**src/hdl/tapc_pkg.sv**
```systemverilog
`timescale 1ns / 1ps
// ----------------------------------------------------------------------------
// tapc_pkg
// Shared types and constants of the attribute policy checker.
// ----------------------------------------------------------------------------
package tapc_pkg;

	localparam int KIND_MAX  = 15;
	localparam int HDR_BYTES = 4;

	localparam logic [4:0] K_UNSPEC = 5'd0;
	localparam logic [4:0] K_STRING = 5'd5;
	localparam logic [4:0] K_FLAG   = 5'd6;
	localparam logic [4:0] K_NESTED = 5'd8;
	localparam logic [4:0] K_COMPAT = 5'd9;
	localparam logic [4:0] K_NULSTR = 5'd10;
	localparam logic [4:0] K_BINARY = 5'd11;

	localparam logic [1:0] ST_OK    = 2'd0;
	localparam logic [1:0] ST_SKIP  = 2'd1;
	localparam logic [1:0] ST_BAD   = 2'd2;
	localparam logic [1:0] ST_RANGE = 2'd3;

	localparam logic [1:0] CFG_MAX_TYPE     = 2'd0;
	localparam logic [1:0] CFG_CHECK_ENABLE = 2'd1;

	typedef struct packed {
		logic        last;
		logic        done;
		logic [1:0]  status;
		logic [15:0] offset;
		logic [13:0] atype;
	} res_t;

	// Minimum payload length of the fixed-size kinds.
	function automatic logic [3:0] kind_min(input logic [3:0] k);
		logic [3:0] m;
		unique case (k)
			4'd1, 4'd12:        m = 4'd1;
			4'd2, 4'd13:        m = 4'd2;
			4'd3, 4'd8, 4'd14:  m = 4'd4;
			4'd4, 4'd7, 4'd15:  m = 4'd8;
			default:            m = 4'd0;
		endcase
		return m;
	endfunction

endpackage

```
**src/hdl/tapc_policy_mem.sv**
```systemverilog
`timescale 1ns / 1ps
// ----------------------------------------------------------------------------
// tapc_policy_mem
// Policy table: one write port, one registered read port.
// ----------------------------------------------------------------------------
module tapc_policy_mem #(
	parameter int DEPTH = 64,
	parameter int AW    = 6
) (
	input  logic          clk,
	input  logic          we,
	input  logic [AW-1:0] waddr,
	input  logic [20:0]   wdata,
	input  logic          re,
	input  logic [AW-1:0] raddr,
	output logic [20:0]   rdata
);

	logic [20:0] mem [0:DEPTH-1];

	always_ff @(posedge clk) begin
		if (we) begin
			mem[waddr] <= wdata;
		end
		if (re) begin
			rdata <= mem[raddr];
		end
	end

endmodule

```
**src/hdl/tapc_parser.sv**
```systemverilog
`timescale 1ns / 1ps
// ----------------------------------------------------------------------------
// tapc_parser
// Attribute walk state, payload tracking and policy verdict for one byte.
// ----------------------------------------------------------------------------
module tapc_parser import tapc_pkg::*; #(
	parameter int ENTRIES = 64
) (
	input  logic        clk,
	input  logic        arst_n,
	input  logic        valid,
	input  logic [7:0]  byte_in,
	input  logic        end_in,
	input  logic [20:0] entry,
	input  logic [5:0]  max_type,
	input  logic        check_en,
	output res_t        res0,
	output res_t        res1,
	output logic [1:0]  nres,
	output logic [13:0] fwd_type,
	output logic        fwd_hdr3
);

	typedef enum logic [1:0] {PH_HEADER, PH_PAYLOAD, PH_PAD, PH_IDLE} phase_t;

	phase_t      phase_q, phase_n, phase_pre;
	logic [15:0] off_q, off_n, pos_q, pos_n, len_q, len_n, inner_q, inner_n;
	logic [13:0] type_q, type_n;
	logic        nul_q, nul_n;
	logic [7:0]  prev_q, prev_n;
	logic [1:0]  fail_q, fail_n;

	logic        oob, complete;
	logic [20:0] e;
	logic [4:0]  kind;
	logic [15:0] plen, alen, idx, hdr_off, pos_inc;
	logic [17:0] a, nl, a4, a4i;
	logic [16:0] sn;
	logic [1:0]  st;

	assign oob  = {1'b0, type_q} >= 15'(ENTRIES);
	assign e    = oob ? 21'd0 : entry;
	assign kind = e[20:16];
	assign plen = e[15:0];
	assign a    = (18'(plen) + 18'd3) & ~18'd3;
	assign a4   = a + 18'(HDR_BYTES);
	assign idx  = pos_q - 16'(HDR_BYTES);

	// Verdict of the attribute whose last byte is this one.
	always_comb begin
		logic [15:0] vlen;
		logic [17:0] vnl;
		vlen = len_n - 16'(HDR_BYTES);
		vnl  = (plen != 16'd0 && 18'(plen) + 18'd1 < 18'(vlen)) ?
			18'(plen) + 18'd1 : 18'(vlen);
		a4i  = a4 + 18'(inner_n);
		sn   = 17'(vlen) - ((prev_n == 8'd0) ? 17'd1 : 17'd0);
		st   = ST_OK;
		if (type_n > {8'd0, max_type} || oob) begin
			st = ST_SKIP;
		end else if (!check_en) begin
			st = ST_OK;
		end else if (kind > 5'(KIND_MAX)) begin
			st = ST_BAD;
		end else if (kind == K_FLAG) begin
			st = (vlen != 16'd0) ? ST_BAD : ST_OK;
		end else if (kind == K_NULSTR) begin
			st = (vnl == 18'd0 || !nul_n) ? ST_BAD : ST_OK;
		end else if (kind == K_STRING) begin
			if (vlen == 16'd0) st = ST_BAD;
			else if (plen != 16'd0 && sn > 17'(plen)) st = ST_BAD;
		end else if (kind == K_BINARY) begin
			st = (plen != 16'd0 && vlen > plen) ? ST_BAD : ST_OK;
		end else if (kind == K_COMPAT) begin
			if (vlen < plen) st = ST_BAD;
			else if (18'(vlen) < a) st = ST_OK;
			else if (18'(vlen) < a4 || 18'(vlen) < a4i) st = ST_BAD;
		end else if (kind == K_NESTED && vlen == 16'd0) begin
			st = ST_OK;
		end else if (plen != 16'd0) begin
			st = (vlen < plen) ? ST_BAD : ST_OK;
		end else if (kind != K_UNSPEC && vlen < 16'(kind_min(kind[3:0]))) begin
			st = ST_BAD;
		end
	end

	assign nl = (plen != 16'd0 && 18'(plen) + 18'd1 < 18'(len_q - 16'(HDR_BYTES))) ?
		18'(plen) + 18'd1 : 18'(len_q - 16'(HDR_BYTES));
	assign pos_inc = pos_q + 16'd1;

	always_comb begin
		phase_pre = phase_q;
		pos_n     = pos_q;
		len_n     = len_q;
		type_n    = type_q;
		nul_n     = nul_q;
		prev_n    = prev_q;
		inner_n   = inner_q;
		complete  = 1'b0;
		if (valid) begin
			unique case (phase_q)
				PH_HEADER: begin
					unique case (pos_q[1:0])
						2'd0: len_n = {8'd0, byte_in};
						2'd1: len_n = {byte_in, len_q[7:0]};
						2'd2: type_n = {6'd0, byte_in};
						default: type_n = {byte_in[5:0], type_q[7:0]};
					endcase
					pos_n = pos_inc;
					if (pos_inc >= 16'(HDR_BYTES)) begin
						nul_n   = 1'b0;
						inner_n = 16'd0;
						prev_n  = 8'd0;
						if (len_n < 16'(HDR_BYTES)) phase_pre = PH_IDLE;
						else if (len_n == 16'(HDR_BYTES)) complete = 1'b1;
						else phase_pre = PH_PAYLOAD;
					end
				end
				PH_PAYLOAD: begin
					if (byte_in == 8'd0 && 18'(idx) < nl) nul_n = 1'b1;
					if (18'(idx) == a) inner_n = {8'd0, byte_in};
					if (18'(idx) == a + 18'd1) inner_n = inner_q | {byte_in, 8'd0};
					prev_n = byte_in;
					pos_n  = pos_inc;
					if (pos_inc >= len_q) complete = 1'b1;
				end
				PH_PAD: begin
					pos_n = pos_q - 16'd1;
					if (pos_n == 16'd0) phase_pre = PH_HEADER;
				end
				default: begin
				end
			endcase
		end
	end

	assign hdr_off = off_q + 16'd1 - pos_n;

	always_comb begin
		phase_n  = phase_pre;
		fail_n   = fail_q;
		off_n    = off_q;
		res0     = '0;
		res1     = '0;
		nres     = 2'd0;
		fwd_type = type_n;
		fwd_hdr3 = (phase_pre == PH_HEADER) && (pos_n == 16'd3);
		if (valid) begin
			if (complete) begin
				res0 = '{last: 1'b0, done: 1'b0, status: st, offset: hdr_off,
					atype: type_n};
				nres = 2'd1;
				if (st == ST_BAD) begin
					fail_n  = ST_BAD;
					phase_n = PH_IDLE;
				end else begin
					phase_n = ((~len_n[1:0] + 2'd1) != 2'd0) ? PH_PAD : PH_HEADER;
				end
				fwd_hdr3 = 1'b0;
				if ((~len_n[1:0] + 2'd1) == 2'd3 && phase_n == PH_PAD) fwd_hdr3 = 1'b0;
			end
			off_n = off_q + 16'd1;
			if (end_in) begin
				fwd_type = 14'd0;
				fwd_hdr3 = 1'b0;
				if (phase_n == PH_PAYLOAD) begin
					res0 = '{last: 1'b0, done: 1'b0, status: ST_RANGE, offset: hdr_off,
						atype: type_n};
					res1 = '{last: 1'b1, done: 1'b1, status: ST_RANGE, offset: 16'd0,
						atype: 14'd0};
					nres = 2'd2;
				end else if (complete) begin
					res1 = '{last: 1'b1, done: 1'b1, status: fail_n, offset: 16'd0,
						atype: 14'd0};
					nres = 2'd2;
				end else begin
					res0 = '{last: 1'b1, done: 1'b1, status: fail_n, offset: 16'd0,
						atype: 14'd0};
					nres = 2'd1;
				end
			end else if (complete) begin
				res0.last = 1'b1;
			end
		end
	end

	always_ff @(posedge clk or negedge arst_n) begin
		if (!arst_n) begin
			phase_q <= PH_HEADER;
			off_q   <= '0;
			pos_q   <= '0;
			len_q   <= '0;
			type_q  <= '0;
			nul_q   <= 1'b0;
			prev_q  <= '0;
			inner_q <= '0;
			fail_q  <= '0;
		end else if (valid) begin
			if (end_in) begin
				phase_q <= PH_HEADER;
				off_q   <= '0;
				pos_q   <= '0;
				len_q   <= '0;
				type_q  <= '0;
				nul_q   <= 1'b0;
				prev_q  <= '0;
				inner_q <= '0;
				fail_q  <= '0;
			end else begin
				phase_q <= phase_n;
				off_q   <= off_n;
				pos_q   <= complete ? {14'd0, ~len_n[1:0] + 2'd1} : pos_n;
				len_q   <= len_n;
				type_q  <= type_n;
				nul_q   <= nul_n;
				prev_q  <= prev_n;
				inner_q <= inner_n;
				fail_q  <= fail_n;
			end
		end
	end

endmodule

```
**src/hdl/tapc_result_fifo.sv**
```systemverilog
`timescale 1ns / 1ps
// ----------------------------------------------------------------------------
// tapc_result_fifo
// Eight-deep result queue taking up to two results per cycle.
// ----------------------------------------------------------------------------
module tapc_result_fifo import tapc_pkg::*; (
	input  logic       clk,
	input  logic       arst_n,
	input  res_t       res0,
	input  res_t       res1,
	input  logic [1:0] nres,
	input  logic       pop,
	output res_t       head,
	output logic [3:0] count
);

	res_t       buf_q [0:7];
	logic [2:0] wp_q, rp_q;
	logic [3:0] cnt_q;

	assign head  = buf_q[rp_q];
	assign count = cnt_q;

	always_ff @(posedge clk) begin
		if (nres != 2'd0) buf_q[wp_q] <= res0;
		if (nres == 2'd2) buf_q[wp_q + 3'd1] <= res1;
	end

	always_ff @(posedge clk or negedge arst_n) begin
		if (!arst_n) begin
			wp_q  <= '0;
			rp_q  <= '0;
			cnt_q <= '0;
		end else begin
			wp_q  <= wp_q + {1'b0, nres};
			rp_q  <= rp_q + {2'd0, pop};
			cnt_q <= cnt_q + {2'd0, nres} - {3'd0, pop};
		end
	end

endmodule

```
**src/hdl/tlv_attribute_policy_check_unit.sv**
```systemverilog
`timescale 1ns / 1ps
// ----------------------------------------------------------------------------
// tlv_attribute_policy_check_unit
// Byte-serial attribute walker that checks each attribute against a policy
// table held in a synchronous memory.
// ----------------------------------------------------------------------------
// Throughput: one beat (stream byte or policy write) per cycle while the
// result queue has room; the policy memory read is the only pipeline step.
// A result reaches the master side through the memory read at the edge that
// accepts its byte and then the queue write.
// Reset: arst_n clears the walk state, the queue and the registers to their
// defaults at once; the policy table is not cleared and must be written.
module tlv_attribute_policy_check_unit import tapc_pkg::*; #(
	parameter int POLICY_ENTRIES = 64
) (
	input  logic        clk,
	input  logic        arst_n,
	// Slave side: tdata from bit 0 up holds data_byte[7:0], policy_slot[13:8],
	// policy_kind[18:14], policy_limit[34:19], zeros above.
	input  logic        s_tvalid,
	output logic        s_tready,
	input  logic [39:0] s_tdata,
	input  logic        s_tuser,   // mode
	input  logic        s_tlast,   // block_end
	// Master side: tdata from bit 0 up holds attr_type[13:0],
	// attr_offset[29:14], status[31:30].
	output logic        m_tvalid,
	input  logic        m_tready,
	output logic [31:0] m_tdata,
	output logic        m_tuser,   // block_done
	output logic        m_tlast,   // is_last
	// Configuration write channel.
	input  logic        cfg_valid,
	output logic        cfg_ready,
	input  logic [1:0]  cfg_index,
	input  logic [5:0]  cfg_data
);

	localparam int AW = (POLICY_ENTRIES > 1) ? $clog2(POLICY_ENTRIES) : 1;

	logic        s_acc, byte_acc, pol_we;
	logic [13:0] slot14, raddr14, fwd_type;
	logic        fwd_hdr3;
	logic [20:0] entry;
	logic        bv_s1, end_s1;
	logic [7:0]  byte_s1;
	logic [5:0]  max_type_q;
	logic        check_en_q;
	res_t        res0, res1, head;
	logic [1:0]  nres;
	logic [3:0]  count;
	logic        pop;

	assign cfg_ready = 1'b1;

	// Room is reserved for two results of the byte in flight and two for
	// the new one, so nothing is ever dropped.
	assign s_tready = ({1'b0, count} + {2'd0, bv_s1, 1'b0}) <= 5'd4;
	assign s_acc    = s_tvalid && s_tready;
	assign byte_acc = s_acc && s_tuser;

	assign slot14 = {8'd0, s_tdata[13:8]};
	assign pol_we = s_acc && !s_tuser && ({1'b0, slot14} < 15'(POLICY_ENTRIES));

	// The lookup address follows the type the walker will hold after the
	// byte now in flight; for the last header byte the high type bits come
	// straight from the incoming byte.
	assign raddr14 = fwd_hdr3 ? {s_tdata[5:0], fwd_type[7:0]} : fwd_type;

	tapc_policy_mem #(.DEPTH(POLICY_ENTRIES), .AW(AW)) u_mem (
		.clk   (clk),
		.we    (pol_we),
		.waddr (slot14[AW-1:0]),
		.wdata ({s_tdata[18:14], s_tdata[34:19]}),
		.re    (byte_acc),
		.raddr (raddr14[AW-1:0]),
		.rdata (entry)
	);

	always_ff @(posedge clk or negedge arst_n) begin
		if (!arst_n) begin
			bv_s1      <= 1'b0;
			max_type_q <= 6'd63;
			check_en_q <= 1'b1;
		end else begin
			bv_s1 <= byte_acc;
			if (cfg_valid && cfg_index == CFG_MAX_TYPE) max_type_q <= cfg_data;
			if (cfg_valid && cfg_index == CFG_CHECK_ENABLE) check_en_q <= cfg_data[0];
		end
	end

	always_ff @(posedge clk) begin
		if (byte_acc) begin
			byte_s1 <= s_tdata[7:0];
			end_s1  <= s_tlast;
		end
	end

	tapc_parser #(.ENTRIES(POLICY_ENTRIES)) u_parser (
		.clk      (clk),
		.arst_n   (arst_n),
		.valid    (bv_s1),
		.byte_in  (byte_s1),
		.end_in   (end_s1),
		.entry    (entry),
		.max_type (max_type_q),
		.check_en (check_en_q),
		.res0     (res0),
		.res1     (res1),
		.nres     (nres),
		.fwd_type (fwd_type),
		.fwd_hdr3 (fwd_hdr3)
	);

	assign pop = m_tvalid && m_tready;

	tapc_result_fifo u_fifo (
		.clk    (clk),
		.arst_n (arst_n),
		.res0   (res0),
		.res1   (res1),
		.nres   (nres),
		.pop    (pop),
		.head   (head),
		.count  (count)
	);

	assign m_tvalid = count != 4'd0;
	assign m_tdata  = {head.status, head.offset, head.atype};
	assign m_tuser  = head.done;
	assign m_tlast  = head.last;

	// The queue never holds more than it has slots.
	a_no_overflow: assert property (@(posedge clk) disable iff (!arst_n)
		count <= 4'd8) else $error("result queue overflow");

	// An accepted byte is worked on in the following cycle.
	a_byte_flows: assert property (@(posedge clk) disable iff (!arst_n)
		byte_acc |=> bv_s1) else $error("accepted byte lost");

	// A final block status carries neither type nor offset.
	a_done_clean: assert property (@(posedge clk) disable iff (!arst_n)
		(m_tvalid && m_tuser) |-> (m_tdata[29:0] == 30'd0 && m_tlast))
		else $error("malformed block status");

	// No result without a byte in flight.
	a_no_spurious: assert property (@(posedge clk) disable iff (!arst_n)
		(nres != 2'd0) |-> bv_s1) else $error("result without byte");

endmodule
```
**config.mk**
```make
export PLATFORM = sky130hd
export DESIGN_NAME = tlv_attribute_policy_check_unit
export DESIGN_NICKNAME = d
export VERILOG_FILES = /design/src/hdl/tapc_pkg.sv /design/src/hdl/tapc_policy_mem.sv /design/src/hdl/tapc_parser.sv /design/src/hdl/tapc_result_fifo.sv /design/src/hdl/tlv_attribute_policy_check_unit.sv
export SDC_FILE = /design/constraint.sdc
export NUM_CORES = 2
export LEC_CHECK = 0
export CAP_MARGIN = 20
export CORE_MARGIN = 5
export CORE_UTILIZATION = 57
export CTS_BUF_LIST = sky130_fd_sc_hd__clkbuf_4 sky130_fd_sc_hd__clkbuf_8
export CTS_CLUSTER_SIZE = 14
export DETAILED_ROUTE_END_ITERATION = 7
export DONT_BUFFER_PORTS = 1
export PLACE_DENSITY_LB_ADDON = 0.1
export SYNTH_ARGS = -nofsm -noshare
export SYNTH_HDL_FRONTEND = slang
export SYNTH_SLANG_ARGS = --single-unit
```
**constraint.sdc**
```tcl
create_clock -name clk -period 14.82 [get_ports clk]
set_clock_uncertainty 0.15 [all_clocks]
set_input_delay 2.964 -clock clk [delete_from_list [all_inputs] [get_ports clk]]
set_output_delay 2.964 -clock clk [all_outputs]
set_load 0.005 [all_outputs]
```
-- Word level (Yosys, flattened, before mapping)
Memory sizes are Yosys's and may differ from the RTL's. A register that Yosys moved wholly into a read port is not among the register bits.
Index checks and enable logic that the tools add are counted.
- bitwise gates (word level): 2
- muxes and demuxes: 107
- equal/unequal tests: 17
- order comparisons: 18
- reductions and logical operators: 35
- add/sub/neg operators: 20
- operator list (operator ; number):
    $mux W34 ; 7
    $mux W16 ; 14
    $pmux W16 S2 ; 3
    $mux W2 ; 37
    $lt A16 B18 Y1 ; 4
    $mux W14 ; 3
    $mux W4 ; 10
    $eq A16 B18 Y1 ; 2
    $mux W18 ; 2
    $mux W33 ; 1
    $add A16 B1 Y16 const B ; 2
    $logic_not A16 Y1 ; 2
    $mux W32 ; 1
    $reduce_bool A16 Y1 ; 2
    $sub A16 B3 Y16 const B ; 2
    $pmux W14 S2 ; 1
    $mux W8 ; 3
    $mux W21 ; 1
    $eq A5 B4 Y1 const B ; 4
    $mux W1 ; 19
    $add A18 B1 Y18 const B ; 1
    $add A18 B16 Y18 ; 1
    $add A18 B3 Y18 const B ; 1
    $logic_not A18 Y1 ; 1
    other kinds (46) ; 75
- ROM bits: 64
- input bits: 55
- RAM bits: 1616
- register bits: 118
- memories: 3
- memories (name ; depth ; bits a word ; rd ports ; clocked after memory_dff ; write ports ; line ; source):
    u_mem.mem ; 64 ; 21 ; 1 ; 1 ; 1 ; tapc_policy_mem.sv:19 ; logic [20:0] mem [0:DEPTH-1];
    u_fifo.buf_q ; 8 ; 34 ; 1 ; 0 ; 2 ; tapc_result_fifo.sv:17 ; res_t buf_q [0:7];
    (name not given) ; 16 ; 4 ; 1 ; 0 ; 0 ; tapc_pkg.sv:38 ; unique case (k)

-- Depth between registers and ports, before layout
- depth in word-level cells: 42
- depth in mapped cells: 44
- gate-level depth less buffers: 40

-- Modules after synthesis
A second synthesis with hierarchy kept.
- cells, all modules: 4970
- area, all modules: 81434.4 um2
- by module, submodules not included (module ; instances ; cells an instance ; area an instance (um2)):
    tapc_policy_mem ; 1 ; 2253 ; 52054.9
    tapc_parser ; 1 ; 1918 ; 14533.9
    tapc_result_fifo ; 1 ; 759 ; 14158.6
    tlv_attribute_policy_check_unit ; 1 ; 40 ; 686.9

-- Worst setup path before layout
No wires, ideal clock.
- kind: reg2reg
- start: register u_parser.type_q[13]
- end: memory u_fifo.buf_q[0][31] in the netlist's numbering, data pin
- arrival: 8.639 ns
- cell stages (with the launch flop): 44
- clock period less this slack: 9.062 ns
- path slack: 5.758 ns
- cell sequence: dfrtp_1 > nor4_1 > and2_1 > clkbuf_1 > clkbuf_1 > clkbuf_1 > nand2_1 > ha_1 > nand3b_1 > o31a_1 > o21ai_1 > xor2_1 > nand4_1 > nor4b_2 > nand2_1 > a21boi_1 > nor2b_1 > a21oi_1 > [8 not listed] > o21bai_1 > a21oi_1 > o21bai_1 > a21oi_1 > nor4bb_1 > a211oi_1 > ha_1 > nand2_1 > nor2_1 > and3_1 > and3_1 > a211oi_1 > and3b_1 > o311a_1 > o21ai_1 > a211o_4 > a311oi_4 > o22ai_1
- RTL lines (item ; line ; source):
    start, declared ; tapc_parser.sv:28 ; logic [13:0] type_q, type_n;
    start signal, assigned ; tapc_parser.sv:214 ; type_q <= type_n;
    end, declared ; tapc_result_fifo.sv:17 ;

==> results.toml <==
[routing]
drc_errors = 0
wl_mm = 214
viasPerCell = 6.34
wl_per_cell_um = 27.0
num_vias = 50224
drt-pass1-iter-count = 6
drtIter0Drc = 5078
ant_nets = 0

[die]
die_area_mm2 = 0.147
coreArea_mm2 = 0.139
pin_count = 92
die_h_um = 384
die_x_um = 384
initial_core_util_pct = 57.2
std_cell_rows = 137

[pwr]
power_leakage_uw = 0.0307
pwr_density_cell_mw_per_mm2 = 176
vdd_drop_max_mv = 0.130
finalPower_uw = 15400

[layout]
syn2layout_area_growth_pct = 10.0
nNetsFinal = 6119
drive_above_1_share_pct = 19.5
seq_area_mm2 = 0.0498
multi_input_area_mm2 = 0.0282
final_common_cell = "edfxtp_1"
fillers = 10405
final_cell_mix = "edfxtp_1, nand2_1, mux4_2"

[synth]
yosys.cell_types.count = 111
synth_nets = 6039
ys_seq_area_share_pct = 62.6
yosysWarnings = 0
synth-edff-count = 1406
synthCells = 5770
synth_area_mm2 = 0.0795
ys_ff_latch = 1755
synthFlopType = "edfxtp_1"
avgSynthCellArea_um2 = 13.8
async_reset_ff_share_pct = 6.21

[worst_setup_path]
endpoint_kind = "flop"
critPathLaunchType = "flop"
crit_arrival_ns = 11.45
slowest_stage = "o21ai_1"
r2r-end = "u_fifo.buf_q[3][31]"
critical_path_class = "reg2reg"
cp_max_fo = 31
r2r_slack_ns = 3.84
critPathMaxStageDelay_ns = 0.53
crit_top_cell = "a21oi_1"
rr_worst_depth = 42
crit_required_ns = 15.30
reg2reg_from = "u_parser.type_q[8]"

[sta]
worst_pin_slew_ns = 1.34
max_freq_mhz = 91.1
fin_setup_tns_ns = 0
relSlewSlack_pct = 10.3
finalSetupViolCount = 0
period_minus_slack_ns = 10.98
hold_ws_ns = 0.299
rsz0062_at_grt = "no"
finalHoldViolations = 0
finalCritPeriodShare_pct = 74.1
maxSlewViolCount = 0

[placement]
place.gp.congestion = 0.919
place.port_buffers = 0
hpwl_mm = 127

[clock_network]
cts_buffers = 301
clk_pin_slew_worst_paths_ns = 0.06
h-tree-depth = 5
cts.sinks = 1755
clock_latency_ns = 1.00
clockBufferDepth = 4
cts-root-buf = "clkbuf_8"
ctsHoldBuffers = 0
post_cts_buffers = 0
cts_tree = "yes"
ctsResizeCount = 0

[flow_run]
maxCapViolCount = 0

[global_routing]
grt_pass1_wl_mm = 317
grt_start_max_net_pins = 121
grt_pass1_vias = 49659
overflow = 0
track_usage_pct = 28.9
antenna_found_initial = 4

[worst_hold_path]
hold_start = "u_fifo.buf_q[2][12]"
worstHoldPathCells = 2
hold_end = "u_fifo.buf_q[2][12]"
hold_path_class = "reg2reg"

[status]
outcome = "completed"
cell type report:
type / count / area share [%]
Sequential cell: 1755 / 56.9
Clock inverter: 85 / 0.546
Inverter: 138 / 0.598
Multi-Input combinational cell: 3510 / 32.2
Tap cell: 1876 / 2.68
Clock buffer: 410 / 5.78
Timing Repair Buffer: 144 / 1.32
Antenna cell: 5 / 0.0143
stage by stage:
| stage | util [%] | cells | setup WS (ns) | instance area, um2 |
|---|---|---|---|---|
| 6_report | 62.9 | 7923 | 3.84 | 87500 |
| 5_1_grt | 62.9 | 7923 | 3.07 | 87500 |
| 4_1_cts | 62.9 | 7916 | 3.91 | 87500 |
| 3_5_place_dp | 58.9 | 7421 | 3.94 | 81900 |
| 3_3_place_gp | 58.9 | 7418 | 4.01 | 81900 |
| 2_1_floorplan | - | 5770 | 5.76 | 79500 |
state kept, by name, indices dropped and copies added (netlist names):
name              count
max_type_q            6
u_parser.pos_q       16
u_parser.len_q       16
byte_s1               8
u_mem.rdata          21
u_fifo.rp_q           3
u_parser.prev_q       8
u_parser.inner_q     16
bv_s1                 1
check_en_q            1
u_fifo.count          4
u_parser.off_q       16
u_fifo.wp_q           3
u_parser.fail_q       2
u_fifo.buf_q        272
end_s1                1
u_mem.mem          1344
u_parser.phase_q      2
u_parser.nul_q        1
u_parser.type_q      14
worst max path at each step:
stage | from | endpoint | slack, ns
after floorplan | u_parser.type_q[13] | u_fifo.buf_q[0][31] | 5.76
after global placement | u_parser.type_q[13] | u_fifo.buf_q[4][31] | 4.01
after detailed placement | u_parser.type_q[13] | u_fifo.buf_q[3][31] | 3.94
after CTS | u_parser.type_q[8] | u_fifo.buf_q[3][31] | 3.91
after global routing | u_parser.type_q[8] | u_fifo.buf_q[3][31] | 3.07
final | u_parser.type_q[8] | u_fifo.buf_q[3][31] | 3.84
worst max-delay path, delay by kind of cell (launching register included):
kind	cells	cell delay, ns
flip-flops	1	0.39
AND/OR/NAND/NOR	14	3.34
XOR/XNOR	1	0.19
buffers and inverters	3	0.76
AO/OA/AOI/OAI	21	4.90
adder cells (fa/ha/maj)	3	0.92
layer usage:
layer | share of wire [%] | GRT usage, % | vias to the layer above
met4 | 5.0 | 13.3 | 0
met5 | 0 | 0 | -
li1 | - | - | 22146
met2 | 48 | 46.4 | 2165
met3 | 7.3 | 4.60 | 499
met1 | 40 | 39.4 | 25414
power by group:
group | total (uW) | internal [uW] | switching, uW
clock network | 4110 | 2260 | 1860
registers | 5640 | 5450 | 198
logic | 5610 | 2260 | 3340
cell usage after synthesis, types with 87 or more instances:
library cell,n,area (um2)
edfxtp_1,1406,42200
nand2_1,977,3670
mux4_2,404,9100
a21oi_1,390,1950
dfxtp_1,240,4800
clkbuf_1,239,897
nor2_1,231,867
ha_1,210,2630
o21ai_0,141,706
inv_1,132,495
and3_1,114,713
xnor2_1,114,998
dfrtp_1,102,2550
nand3_1,87,435
cell families (layout without fill, tap and decap cells):
group / after synthesis / in the layout / share of synthesized area, %
flip-flops: 1755 / 1755 / 62.6
AND/OR/NAND/NOR: 1697 / 1697 / 9.62
AO/OA/AOI/OAI: 958 / 958 / 7.64
buffers and inverters: 505 / 777 / 2.53
multiplexers: 461 / 461 / 12.2
adder cells (fa/ha/maj): 215 / 215 / 3.42
XOR/XNOR: 178 / 178 / 2.00
other: 1 / 6 / 0.00471
Note: power is estimated with default switching activity, not from simulation.
